## config.mk

```make
export PLATFORM = sky130hd
export DESIGN_NAME = coalescing_response_queue_core
export DESIGN_NICKNAME = d
export VERILOG_FILES = /design/src/rtl/crq_pkg.sv /design/src/rtl/crq_cell.sv /design/src/rtl/coalescing_response_queue_core.sv
export SDC_FILE = /design/constraint.sdc
export NUM_CORES = 1
export LEC_CHECK = 0
export ABC_AREA = 1
export BUFFER_PORTS_ARGS = -buffer_cell sky130_fd_sc_hd__buf_2
export CORE_MARGIN = 3
export CORE_UTILIZATION = 40
export CTS_BUF_LIST = sky130_fd_sc_hd__clkbuf_4 sky130_fd_sc_hd__clkbuf_8 sky130_fd_sc_hd__clkbuf_16
export DETAILED_ROUTE_END_ITERATION = 10
export GPL_ROUTABILITY_DRIVEN = 0
export SLEW_MARGIN = 20
export SYNTH_ARGS = -nofsm -noshare
export SYNTH_HDL_FRONTEND = slang
export SYNTH_SLANG_ARGS = --single-unit
```

## constraint.sdc

```tcl
create_clock -name clock -period 7.17 [get_ports clock]
set_clock_uncertainty 0.1 [all_clocks]
set_input_delay 2.151 -clock clock [delete_from_list [all_inputs] [get_ports clock]]
set_output_delay 2.151 -clock clock [all_outputs]
set_load 0.02 [all_outputs]
```

## src/rtl/crq_pkg.sv

```systemverilog
// ----------------------------------------------------------------------------
// Coalescing response queue package
// Shared constants, operation codes, sequencer states and cell control word.
// ----------------------------------------------------------------------------
package crq_pkg;

   localparam int DEPTH_DEFAULT       = 16;
   localparam int TYPE_BITS_DEFAULT   = 3;
   localparam int HANDLE_BITS_DEFAULT = 32;

   localparam int COUNT_BITS = 5;
   localparam int MASK_BITS  = 8;
   localparam logic [MASK_BITS-1:0] MASK_RESET = 8'h03;

   localparam logic FUNC_ENQUEUE = 1'b0;
   localparam logic FUNC_DEQUEUE = 1'b1;

   typedef enum logic {
      ST_IDLE,
      ST_WORK
   } state_type;

   typedef struct packed {
      logic mark;
      logic squeeze;
      logic pop;
      logic push;
   } cell_ctl_type;

endpackage

```

## src/rtl/crq_cell.sv

```systemverilog
// ----------------------------------------------------------------------------
// Coalescing response queue cell
// One queue slot: holds a type, a handle and a removal mark, and loads from
// the slot above on a pop or while a marked slot lies at or below it.
// ----------------------------------------------------------------------------
module crq_cell #(
   parameter int TYPE_BITS   = crq_pkg::TYPE_BITS_DEFAULT,
   parameter int HANDLE_BITS = crq_pkg::HANDLE_BITS_DEFAULT,
   parameter int OCC_W       = 5,
   parameter int INDEX       = 0
) (
   input  logic                   clock,
   input  logic                   reset,
   input  crq_pkg::cell_ctl_type  ctl,
   input  logic [OCC_W-1:0]       occ_count,
   input  logic [TYPE_BITS-1:0]   key_type,
   input  logic [TYPE_BITS-1:0]   push_type,
   input  logic [HANDLE_BITS-1:0] push_handle,
   input  logic [TYPE_BITS-1:0]   up_type,
   input  logic [HANDLE_BITS-1:0] up_handle,
   input  logic                   up_dead,
   input  logic                   dead_below,
   output logic                   dead_here,
   output logic [TYPE_BITS-1:0]   cell_type,
   output logic [HANDLE_BITS-1:0] cell_handle,
   output logic                   cell_dead
);

   localparam logic [OCC_W-1:0] MY_INDEX = OCC_W'(INDEX);

   logic [TYPE_BITS-1:0]   type_ff, type_in;
   logic [HANDLE_BITS-1:0] handle_ff, handle_in;
   logic                   dead_ff, dead_in;

   assign dead_here = dead_below | dead_ff;

   always_comb begin
      type_in   = type_ff;
      handle_in = handle_ff;
      dead_in   = dead_ff;
      if (ctl.mark) begin
         dead_in = (MY_INDEX < occ_count) && (type_ff == key_type);
      end else if (ctl.pop || (ctl.squeeze && dead_here)) begin
         type_in   = up_type;
         handle_in = up_handle;
         dead_in   = up_dead;
      end else if (ctl.push && (occ_count == MY_INDEX)) begin
         type_in   = push_type;
         handle_in = push_handle;
      end
   end

   always_ff @(posedge clock) begin
      type_ff   <= type_in;
      handle_ff <= handle_in;
      if (reset) begin
         dead_ff <= 1'b0;
      end else begin
         dead_ff <= dead_in;
      end
   end

   assign cell_type   = type_ff;
   assign cell_handle = handle_ff;
   assign cell_dead   = dead_ff;

endmodule

```

## src/rtl/coalescing_response_queue_core.sv

```systemverilog
// ----------------------------------------------------------------------------
// Coalescing response queue core
// Bounded queue of typed entries in a row of slot cells; an enqueue of a
// coalescing type first squeezes out queued entries of the same type.
//
//   channel | direction | handshake            | payload
//   req     | in        | req_tvalid/tready    | tuser func, tdata type+handle
//   rsp     | out       | rsp_tvalid/tready    | tdata result word
//   csr     | in        | csr_wr_en            | csr_wr_data coalesce mask
//
// A word is accepted, then finished into the output register.
// A coalescing enqueue finishes only once the cell row has dropped every
// queued entry it marked; the row drops one marked slot per cycle.
// Reset empties the queue and sets the mask to types 0 and 1.
// A stalled result holds in the output register; the next word is taken
// meanwhile and finishes once the register frees.
// ----------------------------------------------------------------------------
module coalescing_response_queue_core #(
   parameter int DEPTH       = crq_pkg::DEPTH_DEFAULT,
   parameter int TYPE_BITS   = crq_pkg::TYPE_BITS_DEFAULT,
   parameter int HANDLE_BITS = crq_pkg::HANDLE_BITS_DEFAULT,
   localparam int REQ_RAW    = TYPE_BITS + HANDLE_BITS,
   localparam int REQ_W      = ((REQ_RAW + 7) / 8) * 8,
   localparam int RSP_RAW    = 1 + TYPE_BITS + HANDLE_BITS + 2 * crq_pkg::COUNT_BITS + 1,
   localparam int RSP_W      = ((RSP_RAW + 7) / 8) * 8
) (
   input  logic                          clock,
   input  logic                          reset,
   input  logic                          req_tvalid,
   output logic                          req_tready,
   input  logic [REQ_W-1:0]              req_tdata,  // entry_type, entry_handle
   input  logic                          req_tuser,  // func
   output logic                          rsp_tvalid,
   input  logic                          rsp_tready,
   output logic [RSP_W-1:0]              rsp_tdata,  // out_valid, out_type, out_handle,
                                                     // removed_count, overflow, fill_level
   input  logic                          csr_wr_en,
   input  logic [crq_pkg::MASK_BITS-1:0] csr_wr_data
);

   localparam int OCC_W = $clog2(DEPTH + 1);
   localparam logic [OCC_W-1:0] OCC_FULL = OCC_W'(DEPTH);

   crq_pkg::state_type    state_ff, state_in;
   crq_pkg::cell_ctl_type ctl;

   logic [crq_pkg::MASK_BITS-1:0] mask_ff;
   logic                          func_ff;
   logic [TYPE_BITS-1:0]          type_ff;
   logic [HANDLE_BITS-1:0]        handle_ff;
   logic [OCC_W-1:0]              occ_ff, occ_in;
   logic [OCC_W-1:0]              removed_ff, removed_in;
   logic                          rsp_valid_ff, rsp_valid_in;
   logic [RSP_W-1:0]              rsp_data_ff, rsp_data_in;

   logic                   accept, finish, any_dead, out_free, coalesces, overflow;
   logic [TYPE_BITS-1:0]   req_type;
   logic [HANDLE_BITS-1:0] req_handle;
   logic [7:0]             type_wide;
   logic [TYPE_BITS-1:0]   out_type;
   logic [HANDLE_BITS-1:0] out_handle;

   logic [TYPE_BITS-1:0]   cell_type_w   [DEPTH];
   logic [HANDLE_BITS-1:0] cell_handle_w [DEPTH];
   logic                   cell_dead_w   [DEPTH];
   logic [TYPE_BITS-1:0]   up_type_w     [DEPTH];
   logic [HANDLE_BITS-1:0] up_handle_w   [DEPTH];
   logic                   up_dead_w     [DEPTH];
   logic                   chain_w       [DEPTH+1];

   assign req_type   = req_tdata[TYPE_BITS-1:0];
   assign req_handle = req_tdata[TYPE_BITS +: HANDLE_BITS];
   assign accept     = req_tvalid & req_tready;
   assign type_wide  = 8'(req_type);
   assign coalesces  = (type_wide < 8'd8) && mask_ff[type_wide[2:0]];
   assign any_dead   = chain_w[DEPTH];
   assign out_free   = ~rsp_valid_ff | rsp_tready;

   // next state
   always_comb begin
      state_in = state_ff;
      case (state_ff)
         crq_pkg::ST_IDLE: if (accept) state_in = crq_pkg::ST_WORK;
         crq_pkg::ST_WORK: if (finish) state_in = crq_pkg::ST_IDLE;
         default:          state_in = crq_pkg::ST_IDLE;
      endcase
   end

   // sequencer outputs
   always_comb begin
      req_tready  = 1'b0;
      finish      = 1'b0;
      ctl.mark    = 1'b0;
      ctl.squeeze = 1'b0;
      ctl.pop     = 1'b0;
      ctl.push    = 1'b0;
      case (state_ff)
         crq_pkg::ST_IDLE: begin
            req_tready = 1'b1;
            ctl.mark   = req_tvalid && (req_tuser == crq_pkg::FUNC_ENQUEUE) && coalesces;
         end
         crq_pkg::ST_WORK: begin
            ctl.squeeze = any_dead;
            finish      = ~any_dead & out_free;
            ctl.push    = finish && (func_ff == crq_pkg::FUNC_ENQUEUE) && (occ_ff != OCC_FULL);
            ctl.pop     = finish && (func_ff == crq_pkg::FUNC_DEQUEUE) && (occ_ff != '0);
         end
         default: begin
            req_tready = 1'b0;
         end
      endcase
   end

   assign chain_w[0] = 1'b0;

   for (genvar i = 0; i < DEPTH; i++) begin : g_cell
      if (i == DEPTH - 1) begin : g_top
         assign up_type_w[i]   = '0;
         assign up_handle_w[i] = '0;
         assign up_dead_w[i]   = 1'b0;
      end else begin : g_mid
         assign up_type_w[i]   = cell_type_w[i+1];
         assign up_handle_w[i] = cell_handle_w[i+1];
         assign up_dead_w[i]   = cell_dead_w[i+1];
      end

      crq_cell #(
         .TYPE_BITS   (TYPE_BITS),
         .HANDLE_BITS (HANDLE_BITS),
         .OCC_W       (OCC_W),
         .INDEX       (i)
      ) u_cell (
         .clock       (clock),
         .reset       (reset),
         .ctl         (ctl),
         .occ_count   (occ_ff),
         .key_type    (req_type),
         .push_type   (type_ff),
         .push_handle (handle_ff),
         .up_type     (up_type_w[i]),
         .up_handle   (up_handle_w[i]),
         .up_dead     (up_dead_w[i]),
         .dead_below  (chain_w[i]),
         .dead_here   (chain_w[i+1]),
         .cell_type   (cell_type_w[i]),
         .cell_handle (cell_handle_w[i]),
         .cell_dead   (cell_dead_w[i])
      );
   end

   always_comb begin
      occ_in     = occ_ff;
      removed_in = removed_ff;
      if (accept) begin
         removed_in = '0;
      end else if (ctl.squeeze) begin
         occ_in     = occ_ff - OCC_W'(1);
         removed_in = removed_ff + OCC_W'(1);
      end else if (ctl.push) begin
         occ_in = occ_ff + OCC_W'(1);
      end else if (ctl.pop) begin
         occ_in = occ_ff - OCC_W'(1);
      end
   end

   assign overflow   = (func_ff == crq_pkg::FUNC_ENQUEUE) && (occ_ff == OCC_FULL);
   assign out_type   = ctl.pop ? cell_type_w[0] : '0;
   assign out_handle = ctl.pop ? cell_handle_w[0] : '0;

   always_comb begin
      rsp_valid_in = rsp_valid_ff & ~rsp_tready;
      rsp_data_in  = rsp_data_ff;
      if (finish) begin
         rsp_valid_in = 1'b1;
         rsp_data_in  = RSP_W'({crq_pkg::COUNT_BITS'(occ_in), overflow,
                                crq_pkg::COUNT_BITS'(removed_ff), out_handle, out_type,
                                ctl.pop});
      end
   end

   always_ff @(posedge clock) begin
      rsp_data_ff <= rsp_data_in;
      if (accept) begin
         func_ff   <= req_tuser;
         type_ff   <= req_type;
         handle_ff <= req_handle;
      end
      if (reset) begin
         state_ff     <= crq_pkg::ST_IDLE;
         mask_ff      <= crq_pkg::MASK_RESET;
         occ_ff       <= '0;
         removed_ff   <= '0;
         rsp_valid_ff <= 1'b0;
      end else begin
         state_ff     <= state_in;
         occ_ff       <= occ_in;
         removed_ff   <= removed_in;
         rsp_valid_ff <= rsp_valid_in;
         if (csr_wr_en) begin
            mask_ff <= csr_wr_data;
         end
      end
   end

   assign rsp_tvalid = rsp_valid_ff;
   assign rsp_tdata  = rsp_data_ff;

endmodule

```

* Yosys cells after proc, flatten, opt, wreduce, memory -nomap -nowiden
Cells that the tools add are included.
Storage, ports and cells: output and inout port bits 50, input port bits 54, register bits 679, word-level logic and storage cells 369
Operators by class: add/sub/neg operators 3, reductions and logical operators 123, order comparisons 18, bitwise gates (word level) 26, multiplexer cells 108, eq/ne operators 33
Operators by type and width (number):
- $mux W32 | 31
- $mux W3 | 32
- $reduce_bool A2 Y1 | 32
- $logic_and A1 B1 Y1 | 56
- $eq A3 B3 Y1 | 16
- $eq A5 B4 Y1 const B | 8
- $lt A4 B5 Y1 const A | 8
- $mux W1 | 39
- $reduce_and A2 Y1 | 16
- $eq A5 B3 Y1 const B | 4
- $lt A3 B5 Y1 const A | 4
- $mux W5 | 4
- $logic_or A1 B1 Y1 | 16
- $or A1 B1 Y1 | 16
- $add A5 B1 Y5 const B | 2
- $eq A5 B2 Y1 const B | 2
- $lt A1 B5 Y1 const A | 2
- $lt A2 B5 Y1 const A | 2
- $lt A3 B4 Y1 const B | 2
- $not A1 Y1 | 7
- $eq A5 B1 Y1 const B | 1
- $eq A5 B5 Y1 const B | 1
- $logic_not A5 Y1 | 1
- $ne A5 B5 Y1 const B | 1
- 6 further kinds | 8

* Depth between registers and ports, before layout
Gate-level depths: netlist of the first run.
depth after elaboration 24, mapped depth 15, mapped depth without buffers 15

* Cells and area by module
Synthesis of the first run repeated with hierarchy kept, for this count alone.
Second synthesis, totals: cell total of the unflattened synthesis 3275, area total of the unflattened synthesis 31043.5 um2
By module, submodules not included:
- coalescing_response_queue_core | cells each 330, seq. area each 2892.8 um2, instances 1, area each 3945.0 um2
- crq_cell at g_cell[1].u_cell ... | cells each 186, seq. area each 1071.0 um2, instances 2, area each 1682.9 um2
- crq_cell at g_cell[14].u_cell | cells each 183, seq. area each 1071.0 um2, instances 1, area each 1737.9 um2
- crq_cell at g_cell[8].u_cell | cells each 187, seq. area each 1071.0 um2, instances 1, area each 1721.7 um2
- crq_cell at g_cell[9].u_cell | cells each 182, seq. area each 1071.0 um2, instances 1, area each 1707.9 um2
- crq_cell at g_cell[6].u_cell | cells each 181, seq. area each 1071.0 um2, instances 1, area each 1704.1 um2
- crq_cell at g_cell[0].u_cell | cells each 181, seq. area each 1071.0 um2, instances 1, area each 1700.4 um2
- crq_cell at g_cell[11].u_cell | cells each 179, seq. area each 1071.0 um2, instances 1, area each 1699.1 um2
- crq_cell at g_cell[2].u_cell | cells each 187, seq. area each 1071.0 um2, instances 1, area each 1694.1 um2
- crq_cell at g_cell[5].u_cell | cells each 188, seq. area each 1071.0 um2, instances 1, area each 1690.4 um2
- crq_cell at g_cell[12].u_cell | cells each 186, seq. area each 1071.0 um2, instances 1, area each 1689.1 um2
- crq_cell at g_cell[4].u_cell | cells each 184, seq. area each 1071.0 um2, instances 1, area each 1685.4 um2
- crq_cell at g_cell[7].u_cell | cells each 185, seq. area each 1071.0 um2, instances 1, area each 1679.1 um2
- crq_cell at g_cell[13].u_cell | cells each 183, seq. area each 1071.0 um2, instances 1, area each 1676.6 um2
- 2 more rows

* Least setup slack after synthesis of the first run
OpenSTA, ideal clock, no wires.
path kind input -> register, start in rsp_tready, end reg g_cell[13].u_cell.handle_ff[0] (enable), setup time 0.480 ns, setup slack 0.368 ns, stages on the path 8, arrival time 6.222 ns, data required time 6.590 ns, buffers on the path 0, cells stage by stage inv_1 -> nand2_1 -> inv_1 -> nor2_1 -> inv_1 -> nor2_4 -> nand2_2 -> o31ai_1
On the way: word-level cells in the longest chain between the ends 8, elaborated cells between the ends (all ways) 11, classes of those cells mux (1); bitwise (2); reduce/logical (8)
RTL lines:
- start, declared | RTL line coalescing_response_queue_core.sv:34 | input logic rsp_tready,
- $or A1 B1 Y1 (*) | RTL line coalescing_response_queue_core.sv:77 | assign out_free = ~rsp_valid_ff | rsp_tready;
- $and A1 B1 Y1 (*) | RTL line coalescing_response_queue_core.sv:104 | finish = ~any_dead & out_free;
- $logic_and A1 B1 Y1 (on tied branches) (2 in a row) | RTL line coalescing_response_queue_core.sv:105, coalescing_response_queue_core.sv:106
- $mux W3 (*) | RTL line coalescing_response_queue_core.sv:97 | case (state_ff)
- $logic_and A1 B1 Y1 / $logic_or A1 B1 Y1 (equally long branches) | RTL line crq_cell.sv:47, crq_cell.sv:43
- $reduce_bool A2 Y1 (no source line) (*)
- $reduce_and A2 Y1 (no source line) (*)
- end signal, assigned | RTL line crq_cell.sv:55 | handle_ff <= handle_in;
- end, declared | RTL line crq_cell.sv:32 | logic [HANDLE_BITS-1:0] handle_ff, handle_in;
Mark *: on every way between the ends. The rest lies on a longest branch, timed or not. A chain may end at the register's enable or synchronous reset.

* Worst setup path in the final report of the first run
start in req_tdata[0], end reg g_cell[5].u_cell.dead_ff
On the way: word-level cells in the longest chain between the ends 6, elaborated cells between the ends (all ways) 10, classes of those cells order compare (1); eq/ne (1); mux (4); reduce/logical (4)
RTL lines:
- start, declared | RTL line coalescing_response_queue_core.sv:31 | input logic [REQ_W-1:0] req_tdata,
- $bmux W1 S3 | RTL line coalescing_response_queue_core.sv:75 | assign coalesces = (type_wide < 8'd8) && mask_ff[type_wide[2:0]];
- $mux W1 (not written as such) | RTL line coalescing_response_queue_core.sv:75
- $logic_and A1 B1 Y1 | RTL line coalescing_response_queue_core.sv:75
- $logic_and A1 B1 Y1 | RTL line coalescing_response_queue_core.sv:100 | ctl.mark = req_tvalid && (req_tuser == crq_pkg::FUNC_ENQUEUE) && coalesces;
- $mux W1 | RTL line coalescing_response_queue_core.sv:97
- $mux W1 / $reduce_bool A2 Y1 (equally long branches)
- end signal, assigned | RTL line crq_cell.sv:59 | dead_ff <= dead_in;
- end, declared | RTL line crq_cell.sv:33 | logic dead_ff, dead_in;
Several ways; a longest one is shown, not always the timed one. The select of a mux whose other input is x is not followed.

==> metrics.csv, run 1 <==
stage,metric,value,unit
outcome,status,"complete, no violations",
route,viasPerCell,4.957,
yosys,syn_nets,2525,
floorplan,start_util,40.50,%
pwr,p_switching,0.002637,W
pwr,power_frac_seq,50.9,%
yosys,synth_ff_type,edfxtp_1,
pwr,powerDensity,316.4,nW/µm²
pwr,p_comb_share,14.4,%
route,remaining_drc_errors,0,
route,ant_nets,0,
yosys,syn_area,28410,µm²
pwr,p_clk_share,34.7,%
hold_path,hp-start,mask_ff[3],
yosys,ys_types,50,
cts,ctsRootBufferMaster,clkbuf_16,
floorplan,num_rows,97,
critical_path,cp.arrival,5.01,ns
critical_path,r2r-start,occ_ff[0],
cts,cts_setup_buffers,0,
critical_path,worstPathMaxFanout,26,
cts,cts_tree,done,
timing,fmax,216.3,MHz
pwr,netSwitchingFraction,26.25,%
hold_path,hold_end,mask_ff[3],
global_routing,grt_max_degree,73,
floorplan,design.die.area,74260,µm²
floorplan,io-pin-count,104,
critical_path,cp.required,7.55,ns
global_routing,overflow,0,
hold_path,hold_path.class,register to register,
cts,cts_htree_levels,3,
cts,insertion_delay,0.59,ns
timing,fin_crit,4.624,ns
final_layout,layout-drive-gt1-share,10.69,%
yosys,synthArstFlopShare,0,%
timing,post-route-period-util,64.49,%
floorplan,die_h,272.5,µm
route,wirelength,51.34,mm
route,dr.pass1.iters,5,
critical_path,r2r_end,g_cell[11].u_cell.cell_handle[11],
yosys,synth-edff-count,643,
cts,clockBufferDepth,3,
global_routing,grt_pass1_wl,85.18,mm
hold_path,hold_depth,2,
critical_path,cp-start-kind,input port,
timing,relSlewSlack,29.06,%
global_routing,first_global_vias,16650,
cts,clock-sinks,679,
critical_path,reg2reg_slack,2.77,ns
timing,setup_viol_count_final,0,
pwr,internal_power,0.007409,W
pwr,power,0.01005,W
run,max_cap_viol_count,0,
timing,hold_viol,0,
route,wire_per_inst,14.77,µm
yosys,synthCells,2465,
final_layout,syn_to_final_growth,11.75,%
floorplan,fp.coreArea,70150,µm²
timing,maxSlewViolCount,0,
global_routing,antenna_found_initial,0,
yosys,syn_area_per_cell,11.53,µm²
route,drt_iter0_drc,1267,
place,place_hpwl,33.10,mm
critical_path,crit_type,input port to register,
final_layout,antenna_cells,0,
yosys,synth-seq-cells,679,
yosys,yosysSeqAreaShare,70.50,%
place,dpl_cell_area,29560,µm²
yosys,yosys_warnings,0,
cts,cts_buffers,68,
route,vias,17229,
cts,cts_resized,0,
cts,ctsHoldBuffers,0,
cts,clk_pin_slew,0.06,ns
timing,rsz0062_at_grt,false,
critical_path,end_kind,register,
global_routing,grt_usage,13.91,%
final_layout,fin_area,31750,µm²
pwr,ir_drop,0.0001942,V
floorplan,die_w,272.5,µm
timing,setup_tns,0,ns
pwr,leakagePower,10.51,nW
final_layout,nNetsFinal,2547,
place,io_buffers,97,
critical_path,reg2reg_depth,11,
timing,worstMarginPinSlew,1.064,ns
final_layout,fill_cells,6395,
cell type report:
class	count	area, µm²	share of cell area, %
inverter	146	548.0	1.726
tap	940	1176	3.705
clock inverter	33	300.3	0.9459
sequential	679	20030	63.09
multi-input combinational	1471	7138	22.48
clock buffer	86	1889	5.951
timing repair buffer	121	665.6	2.097
metal layers:
metal  global-route usage (%)  routed length [µm]
met2                    23.92               24760
met3                    2.493                2641
met4                    3.968                 812
met5                        0                   0
met1                    18.10               23120
worst max-delay path by stage:
stage / startpoint / end
6_report: req_tdata[0] / g_cell[5].u_cell.cell_dead
5_1_grt: req_tdata[0] / g_cell[5].u_cell.cell_dead
4_1_cts: req_tdata[0] / g_cell[5].u_cell.cell_dead
3_5_place_dp: req_tdata[0] / g_cell[5].u_cell.cell_dead
3_3_place_gp: req_tdata[0] / g_cell[5].u_cell.cell_dead
2_1_floorplan: rsp_tready / g_cell[13].u_cell.cell_handle[0]
worst max-delay path: stages:
cell      delay [ns]
buf_2           0.51
inv_1           0.33
o21ai_0         0.23
o221ai_1        0.12
nand3_1         0.12
buf_4           0.29
clkinv_1        0.58
nand3_1         0.22
o21ai_0         0.10
o21ai_1         0.09
o21ai_1         0.09
nand2_1         0.08
inv_1           0.05
stage by stage:
step                util (%)  setup slack (ns)  std cells  hold slack (ns)
floorplan                  -            0.3680       2465           0.3217
global placement       42.13             2.037       3357           0.3348
detailed placement     42.13             2.036       3357           0.3544
CTS                    45.26             2.651       3476           0.3667
global route           45.26             2.343       3476           0.3888
finish                 45.26             2.546       3476           0.3684
synthesized netlist by cell type (2+ instances only):
cell / n / area (µm²)
clkbuf_1: 55 / 206.5
nand4_2: 2 / 25.02
buf_2: 107 / 535.5
a21oi_1: 21 / 105.1
edfxtp_1: 643 / 19310
xor2_1: 26 / 227.7
nor3_1: 7 / 35.03
a211oi_1: 4 / 30.03
inv_2: 3 / 11.26
nor2_4: 6 / 67.56
xnor2_1: 21 / 183.9
o21ai_4: 8 / 130.1
o21ai_2: 7 / 61.31
a41o_1: 2 / 20.02
nand3b_1: 2 / 15.01
o21bai_1: 2 / 15.01
nor4_1: 3 / 18.77
o2111ai_1: 2 / 17.52
dfxtp_1: 36 / 720.7
inv_1: 142 / 533.0
a31o_2: 9 / 78.83
nand2_1: 608 / 2282
o21ai_0: 116 / 580.6
o211ai_1: 7 / 52.55
o22ai_1: 2 / 12.51
nand3_1: 25 / 125.1
o41ai_1: 2 / 17.52
buf_4: 4 / 30.03
o21ai_1: 437 / 2187
nand4_1: 9 / 56.30
nor2_1: 121 / 454.2
a31oi_1: 3 / 18.77
ha_1: 6 / 75.07
layout by cell type (no fill, tap or decap), types with 17 or more instances in the layout:
cell type	count
clkbuf_16	71
nor2_1	120
buf_4	24
dfxtp_1	36
o21ai_0	115
o21ai_1	437
xor2_1	26
a21oi_1	21
nand2_1	608
edfxtp_1	643
inv_1	142
clkinv_1	17
nand3_1	25
buf_2	97
xnor2_1	21
power groups by stage:
stage	clock [W]	combinational, W	sequential (W)
final	0.00349	0.00145	0.00511
after global routing	0.00374	0.00165	0.00515
after CTS	0.00358	0.00146	0.00511
after detailed placement	0	0.00146	0.00520
after global placement	0	0.00140	0.00518
after floorplan	0	0.00104	0.00522
state kept, by name (all words and copies together) (netlist names):
name                       flops
func_ff                        1
g_cell.u_cell.cell_dead       16
g_cell.u_cell.cell_handle    512
g_cell.u_cell.cell_type       48
handle_ff                     32
mask_ff                        8
occ_ff                         5
removed_ff                     5
rsp_tdata                     47
rsp_tvalid                     1
state_ff                       1
type_ff                        3
cells by family after synthesis:
family / synth area share, %
other cells: 0.01320
simple gates: 11.20
fa+ha+maj: 0.2642
xor+xnor: 1.449
flops: 70.50
buf+inv: 4.752
compound gates: 11.83
No activity file was read; power rests on OpenSTA's default activity.
==> run 2: changes to the inputs <==
- clock period: 7.17 -> 3.8 ns (I/O delays scaled with it)
==> run 2 against run 1 <==
Compared with the run above: largest cell class unchanged; clock power grew 83%; worst setup slack lost 2.3 ns; cell count grew 0.35%; first-iteration DRC count shrank 10%; routed wire length shrank 1.5%.
==> metrics.csv, run 2 (same netlist as run 1, synthesis figures left out) <==
stage,metric,value,unit
final_layout,antenna_cells,0,
cts,clk_pin_slew,0.06,ns
final_layout,final_cells,3488,
pwr,powerDensity,587.9,nW/µm²
route,wire_per_inst,14.49,µm
global_routing,first_global_vias,16513,
critical_path,cp.arrival,3.63,ns
cts,ctsRootBufferMaster,clkbuf_16,
final_layout,nNetsFinal,2556,
critical_path,startpoint,g_cell[1].u_cell.cell_dead,
critical_path,crit_type,register to register,
place,io_buffers,97,
floorplan,fp.coreArea,70150,µm²
global_routing,grt_usage,13.66,%
route,wirelength,50.54,mm
global_routing,grt_pass1_wl,83.80,mm
timing,setup_tns,0,ns
cts,cts_htree_levels,3,
final_layout,final_common_cell,edfxtp_1,
final_layout,fill_cells,6320,
critical_path,end_kind,register,
route,drt_iter0_drc,1135,
hold_path,hold_path.class,register to register,
timing,worstMarginPinSlew,0.8684,ns
timing,whs,0.3672,ns
place,place_hpwl,33.67,mm
pwr,ir_drop,0.0004164,V
cts,ctsHoldBuffers,0,
global_routing,grt_max_degree,73,
outcome,status,"complete, no violations",
route,viasPerCell,4.952,
timing,setup_viol_count_final,0,
final_layout,layout_common_cells,"edfxtp_1 (643), nand2_1 (606), o21ai_1 (437)",
cts,cts_setup_buffers,0,
place,dpl.cell_count,3365,
final_layout,regArea,20030,µm²
route,dr.pass1.iters,5,
place,dp_slack,0.2462,ns
global_routing,overflow,0,
timing,setup_ws,0.2781,ns
cts,clock-sinks,679,
hold_path,hp-start,removed_ff[4],
floorplan,io-pin-count,104,
critical_path,cp.required,3.91,ns
critical_path,r2r-start,g_cell[1].u_cell.cell_dead,
cts,insertion_delay,0.59,ns
critical_path,cp-start-kind,register,
floorplan,start_util,40.50,%
timing,hold_viol,0,
final_layout,multiInputGateArea,7247,µm²
timing,post-route-period-util,92.68,%
floorplan,num_rows,97,
floorplan,die_w,272.5,µm
final_layout,syn_to_final_growth,12.79,%
pwr,leakagePower,10.61,nW
timing,fin_crit,3.522,ns
timing,relSlewSlack,42.11,%
global_routing,antenna_found_initial,0,
pwr,power,0.01884,W
route,ant_nets,0,
floorplan,die_h,272.5,µm
cts,cts_tree,done,
cts,clockBufferDepth,3,
timing,rsz0062_at_grt,false,
route,remaining_drc_errors,0,
critical_path,worstPathMaxFanout,35,
final_layout,largest_reg_flops,512,
timing,fmax,283.9,MHz
final_layout,layout-drive-gt1-share,11.34,%
cts,cts_buffers,69,
floorplan,design.die.area,74260,µm²
run,max_cap_viol_count,0,
timing,maxSlewViolCount,0,
route,vias,17271,
==> run 2: cell count changes in the layout (fill, tap and decap cells not counted), moves of 5 or more <==
cell and delta:
buf_4 -6, a31o_2 -9, bufinv_16 -5, a31o_4 +9, clkbuf_4 +6, buf_12 +13
==> run 2: area by class of cell <==
cell class | count | share of cell area, %
clock inverter | 28 | 0.4764
timing repair buffer | 129 | 2.784
sequential | 679 | 62.51
multi-input combinational | 1471 | 22.62
tap | 940 | 3.670
clock buffer | 95 | 6.236
inverter | 146 | 1.710
==> run 2: final timing paths <==
kind                                                     endpoint  slack [ns]  cells after the start
worst min-delay path                                rsp_tdata[40]        0.37                      0
worst max register to register  g_cell[14].u_cell.cell_handle[19]        0.28                     12
worst min register to register                      rsp_tdata[40]        0.37                      0
worst max-delay path            g_cell[14].u_cell.cell_handle[19]        0.28                     12
==> run 2: metal layers <==
metal	wire length [µm]	GRT usage (%)	vias to the layer above	part of all wire, %
met2	24490	23.05	323	48
met4	1023	4.617	0	2.0
met5	0	0	-	0
li1	-	-	8650	-
met3	2219	1.923	72	4.4
met1	22810	18.21	8226	45
==> run 2: critical path, cell delays in order (launching register included) <==
cell and delay, ns:
dfxtp_2 0.34, nor2_4 0.19, nand4_4 0.15, nor2_4 0.18, nand4_4 0.16, nor2_4 0.19
nand4_4 0.12, nor2_4 0.18, nand3_4 0.13, nor2_4 0.16, nand2_4 0.13, inv_2 0.27
a41o_2 0.82
==> run 2: metrics by stage <==
step,area [µm²],utilization [%]
final,32040,45.68
after CTS,32040,45.67
after floorplan,28560,-
after global routing,32040,45.68
after global placement,29890,42.61
after detailed placement,29890,42.61
==> run 2: where the power goes <==
| group | internal, W | switching (W) |
|---|---|---|
| Combinational | 0.000786 | 0.00204 |
| Sequential | 0.00940 | 0.000226 |
| Clock | 0.00369 | 0.00269 |
==> run 2: repair_timing <==
action	in CTS	in global routing
setup endpoints to repair	0	1
hold endpoints to repair	0	0
resized for setup	0	1
